<file path="config.mk">
export PLATFORM = sky130hd
export DESIGN_NAME = matching_union_cycle_check_top
export DESIGN_NICKNAME = d
export VERILOG_FILES = /design/src/hw/rtl/mucc_pkg.sv /design/src/hw/rtl/matching_union_cycle_check_top.sv /design/src/hw/rtl/mucc_ram.sv /design/src/hw/rtl/mucc_dp.sv /design/src/hw/rtl/mucc_ctrl.sv
export VERILOG_INCLUDE_DIRS = /design/src /design/src/hw/rtl
export SDC_FILE = /design/constraint.sdc
export NUM_CORES = 1
export LEC_CHECK = 0
export BUFFER_PORTS_ARGS = -buffer_cell sky130_fd_sc_hd__buf_4
export CORE_MARGIN = 8
export CORE_UTILIZATION = 55
export DETAILED_ROUTE_END_ITERATION = 12
export PLACE_DENSITY = 0.72
export SLEW_MARGIN = 20
export SYNTH_ARGS = -nofsm -noshare
export SYNTH_HDL_FRONTEND = slang
export SYNTH_HIERARCHICAL = 1
export SYNTH_SLANG_ARGS = --single-unit
</file>
<file path="constraint.sdc">
create_clock -name clock -period 5.49 [get_ports clock]
set_input_delay 0.8235 -clock clock [delete_from_list [all_inputs] [get_ports clock]]
set_output_delay 0.8235 -clock clock [all_outputs]
set_load 0.01 [all_outputs]
</file>
<file path="src/hw/rtl/matching_union_cycle_check_top_macros.svh">
// Assertion macros for the matching union cycle check block.
`ifndef MATCHING_UNION_CYCLE_CHECK_TOP_MACROS_SVH
`define MATCHING_UNION_CYCLE_CHECK_TOP_MACROS_SVH

// Check an implication in the same cycle, off while in reset.
`define MUCC_ASSERT_NOW(label, cond, expr, msg) \
   label: assert property (@(posedge clock) disable iff (reset) (cond) |-> (expr)) \
      else $error(msg);

// Check an implication in the next cycle, off while in reset.
`define MUCC_ASSERT_NEXT(label, cond, expr, msg) \
   label: assert property (@(posedge clock) disable iff (reset) (cond) |=> (expr)) \
      else $error(msg);

`endif

</file>
<file path="src/hw/rtl/mucc_pkg.sv">
// Shared constants, types and command/status structs for the matching union cycle check.
package mucc_pkg;

   localparam int MAX_VERTICES = 32;
   localparam int VERTEX_W     = 5;
   localparam int ADDR_W       = $clog2(MAX_VERTICES);
   localparam int COUNT_W      = 6;
   localparam int MASK_W       = 33;
   localparam int CYCLES_W     = 5;
   localparam int CSR_INDEX_W  = 2;
   localparam int CSR_DATA_W   = 33;

   typedef logic [CSR_INDEX_W-1:0] csr_index_type;

   localparam csr_index_type CSR_VERTEX_COUNT   = 2'd0;
   localparam csr_index_type CSR_ALLOWED_MASK   = 2'd1;
   localparam csr_index_type CSR_EXPECTED_COUNT = 2'd2;

   localparam logic [COUNT_W-1:0]  VERTEX_COUNT_RESET   = 6'd32;
   localparam logic [MASK_W-1:0]   ALLOWED_MASK_RESET   = 33'h1_0000_0000;
   localparam logic [CYCLES_W-1:0] EXPECTED_COUNT_RESET = 5'd1;

   typedef enum logic [2:0] {
      ST_IDLE,
      ST_SCAN,
      ST_READ_FIRST,
      ST_READ_SECOND,
      ST_EVAL
   } state_type;

   typedef struct packed {
      logic load;
      logic init;
      logic next_start;
      logic begin_walk;
      logic read_first;
      logic read_second;
      logic advance;
      logic close;
   } dp_cmd_type;

   typedef struct packed {
      logic scan_end;
      logic start_visited;
      logic closed;
      logic length_ok;
      logic count_hit;
      logic walk_end;
   } dp_status_type;

endpackage

</file>
<file path="src/hw/rtl/matching_union_cycle_check_top.sv">
// Top level of the matching union cycle check: controller, datapath and assertions.
// Load one request per cycle while busy is low: each request writes one vertex's
// partners in both matchings. A request with req_last_vertex set starts the check;
// busy stays high until the result, which is shown for exactly one cycle on
// rsp_valid with rsp_accepted and cannot be held off. The check walks the union
// through the two partner tables, one table read per cycle with registered read
// data: each walk step passes through the states ST_READ_FIRST, ST_READ_SECOND
// and ST_EVAL, and each start vertex through ST_SCAN.
`include "matching_union_cycle_check_top_macros.svh"

module matching_union_cycle_check_top
   import mucc_pkg::*;
(
   input  logic                  clock,
   input  logic                  reset,
   input  logic                  start,
   output logic                  busy,
   input  logic [VERTEX_W-1:0]   req_vertex,
   input  logic [VERTEX_W-1:0]   req_first_partner,
   input  logic [VERTEX_W-1:0]   req_second_partner,
   input  logic                  req_last_vertex,
   output logic                  rsp_valid,
   output logic                  rsp_accepted,
   input  logic                  csr_write_enable,
   input  logic [CSR_INDEX_W-1:0] csr_index,
   input  logic [CSR_DATA_W-1:0] csr_write_data
);

   dp_cmd_type    cmd;
   dp_status_type status;

   mucc_ctrl u_ctrl (
      .clock          (clock),
      .reset          (reset),
      .start          (start),
      .req_last_vertex(req_last_vertex),
      .status         (status),
      .busy           (busy),
      .cmd            (cmd),
      .rsp_valid      (rsp_valid),
      .rsp_accepted   (rsp_accepted)
   );

   mucc_dp u_dp (
      .clock             (clock),
      .reset             (reset),
      .csr_write_enable  (csr_write_enable),
      .csr_index         (csr_index),
      .csr_write_data    (csr_write_data),
      .req_vertex        (req_vertex),
      .req_first_partner (req_first_partner),
      .req_second_partner(req_second_partner),
      .cmd               (cmd),
      .status            (status)
   );

   `MUCC_ASSERT_NOW(a_rsp_after_check, rsp_valid, $past(busy), "result without a running check")
   `MUCC_ASSERT_NEXT(a_load_stays_idle, start && !busy && !req_last_vertex, !busy && !rsp_valid, "plain load left idle")
   `MUCC_ASSERT_NEXT(a_last_starts_check, start && !busy && req_last_vertex, busy && !rsp_valid, "last load did not start check")
   `MUCC_ASSERT_NOW(a_single_table_read, busy, $onehot0({cmd.read_first, cmd.read_second, cmd.advance}), "overlapping walk commands")

endmodule

</file>
<file path="src/hw/rtl/mucc_ram.sv">
// Generic single-write, single-read RAM with registered read data.
module mucc_ram #(
   parameter int WIDTH = 8,
   parameter int DEPTH = 32
) (
   input  logic                     clock,
   input  logic                     wr_en,
   input  logic [$clog2(DEPTH)-1:0] wr_addr,
   input  logic [WIDTH-1:0]         wr_data,
   input  logic                     rd_en,
   input  logic [$clog2(DEPTH)-1:0] rd_addr,
   output logic [WIDTH-1:0]         rd_data
);

   logic [WIDTH-1:0] mem_ff [DEPTH];
   logic [WIDTH-1:0] rd_data_ff;

   always_ff @(posedge clock) begin
      if (wr_en) begin
         mem_ff[wr_addr] <= wr_data;
      end
      if (rd_en) begin
         rd_data_ff <= mem_ff[rd_addr];
      end
   end

   assign rd_data = rd_data_ff;

endmodule

</file>
<file path="src/hw/rtl/mucc_dp.sv">
// Datapath: configuration registers, partner tables, walk registers and status.
module mucc_dp
   import mucc_pkg::*;
(
   input  logic                   clock,
   input  logic                   reset,
   input  logic                   csr_write_enable,
   input  csr_index_type          csr_index,
   input  logic [CSR_DATA_W-1:0]  csr_write_data,
   input  logic [VERTEX_W-1:0]    req_vertex,
   input  logic [VERTEX_W-1:0]    req_first_partner,
   input  logic [VERTEX_W-1:0]    req_second_partner,
   input  dp_cmd_type             cmd,
   output dp_status_type          status
);

   logic [COUNT_W-1:0]      vertex_count_ff, vertex_count_in;
   logic [MASK_W-1:0]       allowed_mask_ff, allowed_mask_in;
   logic [CYCLES_W-1:0]     expected_count_ff, expected_count_in;
   logic [COUNT_W-1:0]      start_ff, start_in;
   logic [VERTEX_W-1:0]     walk_ff, walk_in;
   logic [COUNT_W-1:0]      length_ff, length_in;
   logic [MAX_VERTICES-1:0] visited_ff, visited_in;
   logic [CYCLES_W-1:0]     cycles_left_ff, cycles_left_in;
   logic                    first_oob_ff, first_oob_in;
   logic                    second_oob_ff, second_oob_in;

   logic [COUNT_W-1:0]  used_count;
   logic                load_in_range;
   logic [VERTEX_W-1:0] first_rd_data, second_rd_data;
   logic [VERTEX_W-1:0] first_value, second_value;
   logic [COUNT_W-1:0]  next_length;

   assign used_count = (vertex_count_ff > COUNT_W'(MAX_VERTICES)) ?
                       COUNT_W'(MAX_VERTICES) : vertex_count_ff;
   assign load_in_range = {1'b0, req_vertex} < COUNT_W'(MAX_VERTICES);

   assign first_value  = first_oob_ff  ? '0 : first_rd_data;
   assign second_value = second_oob_ff ? '0 : second_rd_data;
   assign next_length  = length_ff + COUNT_W'(2);

   mucc_ram #(
      .WIDTH(VERTEX_W),
      .DEPTH(MAX_VERTICES)
   ) u_first_ram (
      .clock  (clock),
      .wr_en  (cmd.load && load_in_range),
      .wr_addr(req_vertex[ADDR_W-1:0]),
      .wr_data(req_first_partner),
      .rd_en  (cmd.read_first),
      .rd_addr(walk_ff[ADDR_W-1:0]),
      .rd_data(first_rd_data)
   );

   mucc_ram #(
      .WIDTH(VERTEX_W),
      .DEPTH(MAX_VERTICES)
   ) u_second_ram (
      .clock  (clock),
      .wr_en  (cmd.load && load_in_range),
      .wr_addr(req_vertex[ADDR_W-1:0]),
      .wr_data(req_second_partner),
      .rd_en  (cmd.read_second),
      .rd_addr(first_value[ADDR_W-1:0]),
      .rd_data(second_rd_data)
   );

   always_comb begin
      vertex_count_in   = vertex_count_ff;
      allowed_mask_in   = allowed_mask_ff;
      expected_count_in = expected_count_ff;
      if (csr_write_enable) begin
         unique case (csr_index)
            CSR_VERTEX_COUNT:   vertex_count_in   = csr_write_data[COUNT_W-1:0];
            CSR_ALLOWED_MASK:   allowed_mask_in   = csr_write_data[MASK_W-1:0];
            CSR_EXPECTED_COUNT: expected_count_in = csr_write_data[CYCLES_W-1:0];
            default: ;
         endcase
      end
   end

   always_comb begin
      start_in       = start_ff;
      walk_in        = walk_ff;
      length_in      = length_ff;
      visited_in     = visited_ff;
      cycles_left_in = cycles_left_ff;
      first_oob_in   = first_oob_ff;
      second_oob_in  = second_oob_ff;
      if (cmd.init) begin
         start_in       = '0;
         visited_in     = '0;
         cycles_left_in = expected_count_ff;
      end
      if (cmd.next_start) begin
         start_in = start_ff + COUNT_W'(1);
      end
      if (cmd.begin_walk) begin
         walk_in   = start_ff[VERTEX_W-1:0];
         length_in = COUNT_W'(2);
      end
      if (cmd.read_first) begin
         first_oob_in = {1'b0, walk_ff} >= COUNT_W'(MAX_VERTICES);
      end
      if (cmd.read_second) begin
         second_oob_in = {1'b0, first_value} >= COUNT_W'(MAX_VERTICES);
      end
      if (cmd.advance) begin
         walk_in   = second_value;
         length_in = next_length;
         if ({1'b0, second_value} < COUNT_W'(MAX_VERTICES)) begin
            visited_in[second_value[ADDR_W-1:0]] = 1'b1;
         end
      end
      if (cmd.close) begin
         cycles_left_in = cycles_left_ff - CYCLES_W'(1);
      end
   end

   always_ff @(posedge clock) begin
      if (reset) begin
         vertex_count_ff   <= VERTEX_COUNT_RESET;
         allowed_mask_ff   <= ALLOWED_MASK_RESET;
         expected_count_ff <= EXPECTED_COUNT_RESET;
         visited_ff        <= '0;
         cycles_left_ff    <= '0;
      end else begin
         vertex_count_ff   <= vertex_count_in;
         allowed_mask_ff   <= allowed_mask_in;
         expected_count_ff <= expected_count_in;
         visited_ff        <= visited_in;
         cycles_left_ff    <= cycles_left_in;
      end
   end

   always_ff @(posedge clock) begin
      start_ff      <= start_in;
      walk_ff       <= walk_in;
      length_ff     <= length_in;
      first_oob_ff  <= first_oob_in;
      second_oob_ff <= second_oob_in;
   end

   assign status.scan_end      = (start_ff >= used_count) || (used_count < COUNT_W'(2));
   assign status.start_visited = visited_ff[start_ff[ADDR_W-1:0]];
   assign status.closed        = {1'b0, second_value} == start_ff;
   assign status.length_ok     = allowed_mask_ff[length_ff];
   assign status.count_hit     = cycles_left_ff == CYCLES_W'(1);
   assign status.walk_end      = next_length > used_count;

endmodule

</file>
<file path="src/hw/rtl/mucc_ctrl.sv">
// Controller state machine: load handshake, cycle walk sequencing and result strobe.
module mucc_ctrl
   import mucc_pkg::*;
(
   input  logic          clock,
   input  logic          reset,
   input  logic          start,
   input  logic          req_last_vertex,
   input  dp_status_type status,
   output logic          busy,
   output dp_cmd_type    cmd,
   output logic          rsp_valid,
   output logic          rsp_accepted
);

   state_type state_ff, state_in;
   logic      rsp_valid_ff, rsp_valid_in;
   logic      rsp_accepted_ff, rsp_accepted_in;

   always_ff @(posedge clock) begin
      if (reset) begin
         state_ff     <= ST_IDLE;
         rsp_valid_ff <= 1'b0;
      end else begin
         state_ff     <= state_in;
         rsp_valid_ff <= rsp_valid_in;
      end
   end

   always_ff @(posedge clock) begin
      rsp_accepted_ff <= rsp_accepted_in;
   end

   always_comb begin
      state_in        = state_ff;
      cmd             = '0;
      rsp_valid_in    = 1'b0;
      rsp_accepted_in = rsp_accepted_ff;
      unique case (state_ff)
         ST_IDLE: begin
            if (start) begin
               cmd.load = 1'b1;
               if (req_last_vertex) begin
                  cmd.init = 1'b1;
                  state_in = ST_SCAN;
               end
            end
         end
         ST_SCAN: begin
            if (status.scan_end) begin
               rsp_valid_in    = 1'b1;
               rsp_accepted_in = 1'b0;
               state_in        = ST_IDLE;
            end else if (status.start_visited) begin
               cmd.next_start = 1'b1;
            end else begin
               cmd.begin_walk = 1'b1;
               state_in       = ST_READ_FIRST;
            end
         end
         ST_READ_FIRST: begin
            cmd.read_first = 1'b1;
            state_in       = ST_READ_SECOND;
         end
         ST_READ_SECOND: begin
            cmd.read_second = 1'b1;
            state_in        = ST_EVAL;
         end
         ST_EVAL: begin
            if (status.closed) begin
               if (!status.length_ok) begin
                  rsp_valid_in    = 1'b1;
                  rsp_accepted_in = 1'b0;
                  state_in        = ST_IDLE;
               end else if (status.count_hit) begin
                  cmd.close       = 1'b1;
                  rsp_valid_in    = 1'b1;
                  rsp_accepted_in = 1'b1;
                  state_in        = ST_IDLE;
               end else begin
                  cmd.close      = 1'b1;
                  cmd.next_start = 1'b1;
                  state_in       = ST_SCAN;
               end
            end else begin
               cmd.advance = 1'b1;
               if (status.walk_end) begin
                  cmd.next_start = 1'b1;
                  state_in       = ST_SCAN;
               end else begin
                  state_in = ST_READ_FIRST;
               end
            end
         end
         default: begin
            state_in = ST_IDLE;
         end
      endcase
   end

   assign busy         = state_ff != ST_IDLE;
   assign rsp_valid    = rsp_valid_ff;
   assign rsp_accepted = rsp_accepted_ff;

endmodule

</file>
* Word level (Yosys, flattened, before mapping)
Memory sizes are Yosys's and may differ from the RTL's. A register that Yosys moved wholly into a read port is not among the register bits.
Cells that the tools add are included.
** Storage, ports and cells
- Bits in registers :: 103
- Memory bits (writable) :: 320
- Input bits :: 55
- Output and inout port bits :: 3
- Word-level logic and storage cells :: 109
- Memories :: 2
** Operators by class
- Add/subtract/negate cells :: 3
- $lt $le $gt $ge :: 8
- Equal/unequal tests :: 14
- Multiplexer cells :: 56
- Bitwise gates (word level) :: 1
- Reduce and logical (&&, ||, !) cells :: 14
** Memory list
- u_dp.u_first_ram.mem_ff :: depth 32, width 5, read ports 1, clocked after memory_dff 1, write ports 1, line mucc_ram.sv:15 : logic [WIDTH-1:0] mem_ff [DEPTH];
- u_dp.u_second_ram.mem_ff :: depth 32, width 5, read ports 1, clocked after memory_dff 1, write ports 1, line mucc_ram.sv:15
** Operator list (count)
- $mux 32 :: 2
- $or 32x32->32 :: 1
- $mux 6 :: 5
- $mux 1 :: 28
- $mux 5 :: 4
- $pmux 3 s5 :: 1
- $lt 5x6->1 const B :: 2
- $mux 2 :: 6
- $mux 3 :: 4
- $ne 2x2->1 const B :: 4
- $reduce_bool 2->1 :: 4
- $lt 6x7->1 const B :: 1
- $add 6x1->6 const B :: 1
- $add 6x2->6 const B :: 1
- $bmux 1 s6 :: 1
- $eq 3x2->1 const B :: 2
- $eq 5x6->1 :: 1
- $ge 6x6->1 :: 1
- $gt 6x6->1 :: 1
- $gt 6x6->1 const B :: 1
- $lt 6x2->1 const B :: 1
- $ne 3x3->1 const B :: 2
- $pmux 1 s2 :: 3
- $reduce_and 2->1 :: 3
- other kinds (16) :: 16

* Longest topological paths before layout
- Word-level depth :: 8
- Depth in mapped cells :: 11

* Hierarchy
Netlist, hierarchy kept.
** By module, submodules not included
- mucc_ram :: times used 2, cells each 277, area an instance 6394.9 sq um, sequential area each 4954.8 sq um
- mucc_dp :: times used 1, cells each 428, area an instance 4040.1 sq um, sequential area each 1781.7 sq um
- mucc_ctrl :: times used 1, cells each 45, area an instance 376.6 sq um, sequential area each 110.1 sq um

* Worst setup path after synthesis
OpenSTA, ideal clock, no wires.
- Path kind :: register to register
- From :: reg u_dp.start_ff[0]
- To :: reg u_dp.start_ff[0], enable pin
- Setup time :: 0.303 ns
- Arrival time :: 2.274 ns
- Data required time :: 5.187 ns
- Path slack :: 2.913 ns
- Cell stages (with the launch flop) :: 12
- Path through :: edfxtp_1 -> buf_6 -> inv_1 -> ha_1 -> nand2b_1 -> a21o_1 -> a211oi_1 -> o21ai_0 -> nor4b_2 -> nand2_1 -> nand2_1 -> or2_2
** RTL lines
- start, declared :: line mucc_dp.sv:20 : logic [COUNT_W-1:0] start_ff, start_in;
- start signal, assigned :: line mucc_dp.sv:137 : start_ff <= start_in;

==> impl_metrics.env <==
export IMPL_status="complete, no violations"
export IMPL_cts_resized_gates=0
export IMPL_area_delta_synth_final_pct=11.6
export IMPL_finalCritPeriodShare_pct=58.8
export IMPL_ys_seq_area_share_pct=68.6
export IMPL_ant_nets=0
export IMPL_vias_per_cell=6.08
export IMPL_syn_avg_cell_area_um2=16.8
export IMPL_cp_data_arrival_time_ps=3450
export IMPL_final_cells=1499
export IMPL_cts_tree="done"
export IMPL_synthTopCellsByArea="edfxtp_1 61%, mux4_2 14%, dfxtp_1 8.0%, nor2_1 2.7%, a21oi_1 1.6%"
export IMPL_p_leak_nw=6.30
export IMPL_grt_overflow_total=0
export IMPL_setup_viol=0
export IMPL_clock_path_buffers=3
export IMPL_layout_commonest_cell="edfxtp_1"
export IMPL_fin_nets=1138
export IMPL_drt_pass1_iter_count=5
export IMPL_design_power_total_mw=6.51
export IMPL_synth_nets=1097
export IMPL_synth_area_um2=17200
export IMPL_grt_pass1_vias=9100
export IMPL_clk_latency_ps=540
export IMPL_hp_class="flip-flop to flip-flop"
export IMPL_drtIter0Drc=841
export IMPL_n_antenna_cell=0
export IMPL_maxCapViolCount=0
export IMPL_yosys_most_used_dff="edfxtp_1"
export IMPL_drcViolationCount=0
export IMPL_die_h_um=193
export IMPL_ys_seq_elements=416
export IMPL_wirelength_um=33300
export IMPL_drive_above_1_share_pct=22.8
export IMPL_final_cell_mix="347 x edfxtp_1, 124 x nor2_1, 110 x mux4_2"
export IMPL_clkTransAtPathRegs_ps=60
export IMPL_crit_required_ps=5710
export IMPL_grt_max_degree=70
export IMPL_synth_top_cell_area_share_pct=60.6
export IMPL_clkSinkCount=416
export IMPL_syn_instance_count=1027
export IMPL_synth_warnings=6
export IMPL_synth_distinct_cells=60
export IMPL_timing_fmax_ghz=0.310
export IMPL_postCtsHoldBufs=0
export IMPL_grt_pass1_wl_um=52100
export IMPL_ioPinCount=58
export IMPL_relSlewSlack_pct=38.4
export IMPL_grt_total_usage_pct=18.2
export IMPL_die_area_um2=37200
export IMPL_post_cts_buffers=0
export IMPL_cts_root_buffer="clkbuf_16"
export IMPL_vias=9117
export IMPL_place_congestion=0.771
export IMPL_fin_skew_ps=19.3
export IMPL_async_flop_share_pct=0
export IMPL_cp_num_buf_inv=1
export IMPL_cpMaxStageDelayCell="edfxtp_1"
export IMPL_crit_path_end_kind="flip-flop"
export IMPL_worstMarginPinSlew_ps=922
export IMPL_grt_setup_unrepaired="no"
export IMPL_hpwl_um=20700
export IMPL_cp_max_fo=13
export IMPL_htreeDepth=2
export IMPL_portBuffers=44
export IMPL_powerDensity_nw_per_um2=339
export IMPL_start_util_pct=56.1
export IMPL_startpoint_type="flip-flop"
export IMPL_antenna_found_initial=0
export IMPL_cp_slowest_stage_delay_ps=800
export IMPL_path_common_cell="nand2_1"
export IMPL_peakVddDrop_mv=0.217
export IMPL_fp_row_count=64
export IMPL_crit_family="simple AND/OR/NAND/NOR gates"
export IMPL_core_area_um2=30700
export IMPL_finalCriticalPeriod_ps=3230
export IMPL_crit_chain="inv_1, ha_1, nand2b_1, a21o_1, a211oi_1, o21ai_0, nor4b_2, nand2_1, nand2_1, or2_2"
export IMPL_cts_inserted_buffers=43
export IMPL_crit_type="flip-flop to flip-flop"
export IMPL_maxSlewViolCount=0
export IMPL_dpl_cell_count=1419
export IMPL_drt_wirelength_per_cell_um=22.2
export IMPL_tns_ps=0
export IMPL_finalHoldViolations=0
export IMPL_die_x_um=193
export IMPL_synth_largest_area_cell="edfxtp_1"
export IMPL_fillers=2168
export IMPL_synth_edf_count=347
==> where the power goes <==
| group | switching, mW | leakage [nW] | internal, mW |
|---|---|---|---|
| clock | 1.15 | 0.674 | 1.66 |
| sequential | 0.0247 | 3.69 | 3.45 |
| combinational | 0.141 | 1.94 | 0.0913 |
==> cell type report <==
class / count / area (um2) / area share, %
sequential: 416 / 11800 / 61.4
multi-input combinational: 547 / 5120 / 26.7
clock buffer: 53 / 1130 / 5.91
tap: 396 / 495 / 2.58
timing repair buffer: 50 / 375 / 1.95
clock inverter: 27 / 243 / 1.26
inverter: 10 / 37.5 / 0.195
==> synth_stat cells, drive strengths merged (3+ instances only) <==
library cell / count
edfxtp: 347
nor2: 125
mux4: 112
dfxtp: 69
a21oi: 54
nand2: 53
nor2b: 41
clkbuf: 35
buf: 19
ha: 15
mux2: 15
nand3b: 13
and2: 11
inv: 10
mux2i: 10
nand3: 9
nor3b: 8
xnor2: 8
nor3: 6
o21ai: 6
or3b: 6
and3b: 5
or3: 5
a2111oi: 4
a211oi: 4
and3: 4
a22oi: 3
xor2: 3
==> metal layers <==
| metal | GRT usage, % | vias up | part of all wire [%] |
|---|---|---|---|
| met5 | 0 | - | 0 |
| met4 | 4.49 | 0 | 1.7 |
| met3 | 3.16 | 42 | 6.7 |
| met2 | 29.7 | 311 | 49 |
| met1 | 25.3 | 4669 | 43 |
| li1 | - | 4095 | - |
==> cell families after synthesis <==
group                      Yosys count  share of synthesized area [%]
AOI/OAI and AO/OA                   87                           3.17
muxes                              137                           16.3
buffers and inverters               64                           1.66
xor gates and xnor gates            11                          0.560
adders and majority gates           15                           1.09
and+or+nand+nor                    297                           8.65
DFF                                416                           68.6
==> worst register-to-register path, stage by stage, from the launching register on <==
cell      delay [ps]
edfxtp_1         800
inv_1            170
ha_1             320
nand2b_1         130
a21o_1           170
a211oi_1         210
o21ai_0          190
nor4b_2          370
nand2_1          120
nand2_1          220
or2_2            240
==> worst paths after layout <==
check | startpoint | to | slack, ps | depth (start not counted)
setup / recovery | u_dp/start_ff[0]$_SDFFCE_PN0P_ | u_dp/start_ff[4]$_SDFFCE_PN0P_ | 2260 | 10
hold / removal | u_dp/allowed_mask_ff[20]$_SDFFE_PP0P_ | u_dp/allowed_mask_ff[20]$_SDFFE_PP0P_ | 450 | 2
setup reg to reg | u_dp/start_ff[0]$_SDFFCE_PN0P_ | u_dp/start_ff[4]$_SDFFCE_PN0P_ | 2260 | 10
hold reg to reg | u_dp/allowed_mask_ff[20]$_SDFFE_PP0P_ | u_dp/allowed_mask_ff[20]$_SDFFE_PP0P_ | 450 | 2
==> state kept, by name (all words and copies together), names as in the netlist <==
signal	count
u_dp/u_first_ram/rd_data	5
u_dp/length_ff	5
u_ctrl/rsp_valid	1
u_dp/walk_ff	5
u_dp/cycles_left_ff	5
u_dp/allowed_mask_ff	17
u_dp/vertex_count_ff	6
u_ctrl/rsp_accepted	1
u_dp/u_second_ram/mem_ff	160
u_dp/visited_ff	32
u_dp/u_second_ram/rd_data	5
u_dp/expected_count_ff	5
u_dp/u_first_ram/mem_ff	160
u_ctrl/state_ff	3
u_dp/start_ff	6
==> through the flow <==
step	cell area [um2]	setup slack (ps)	hold slack, ps	util, %
final	19200	2260	452	62.6
after global routing	19200	1960	468	62.6
after CTS	19200	2250	454	62.6
after detailed placement	17800	2270	445	58.1
after global placement	17800	2290	441	58.1
after floorplan	17200	2910	433	-
(Power assumes the default switching activity.)
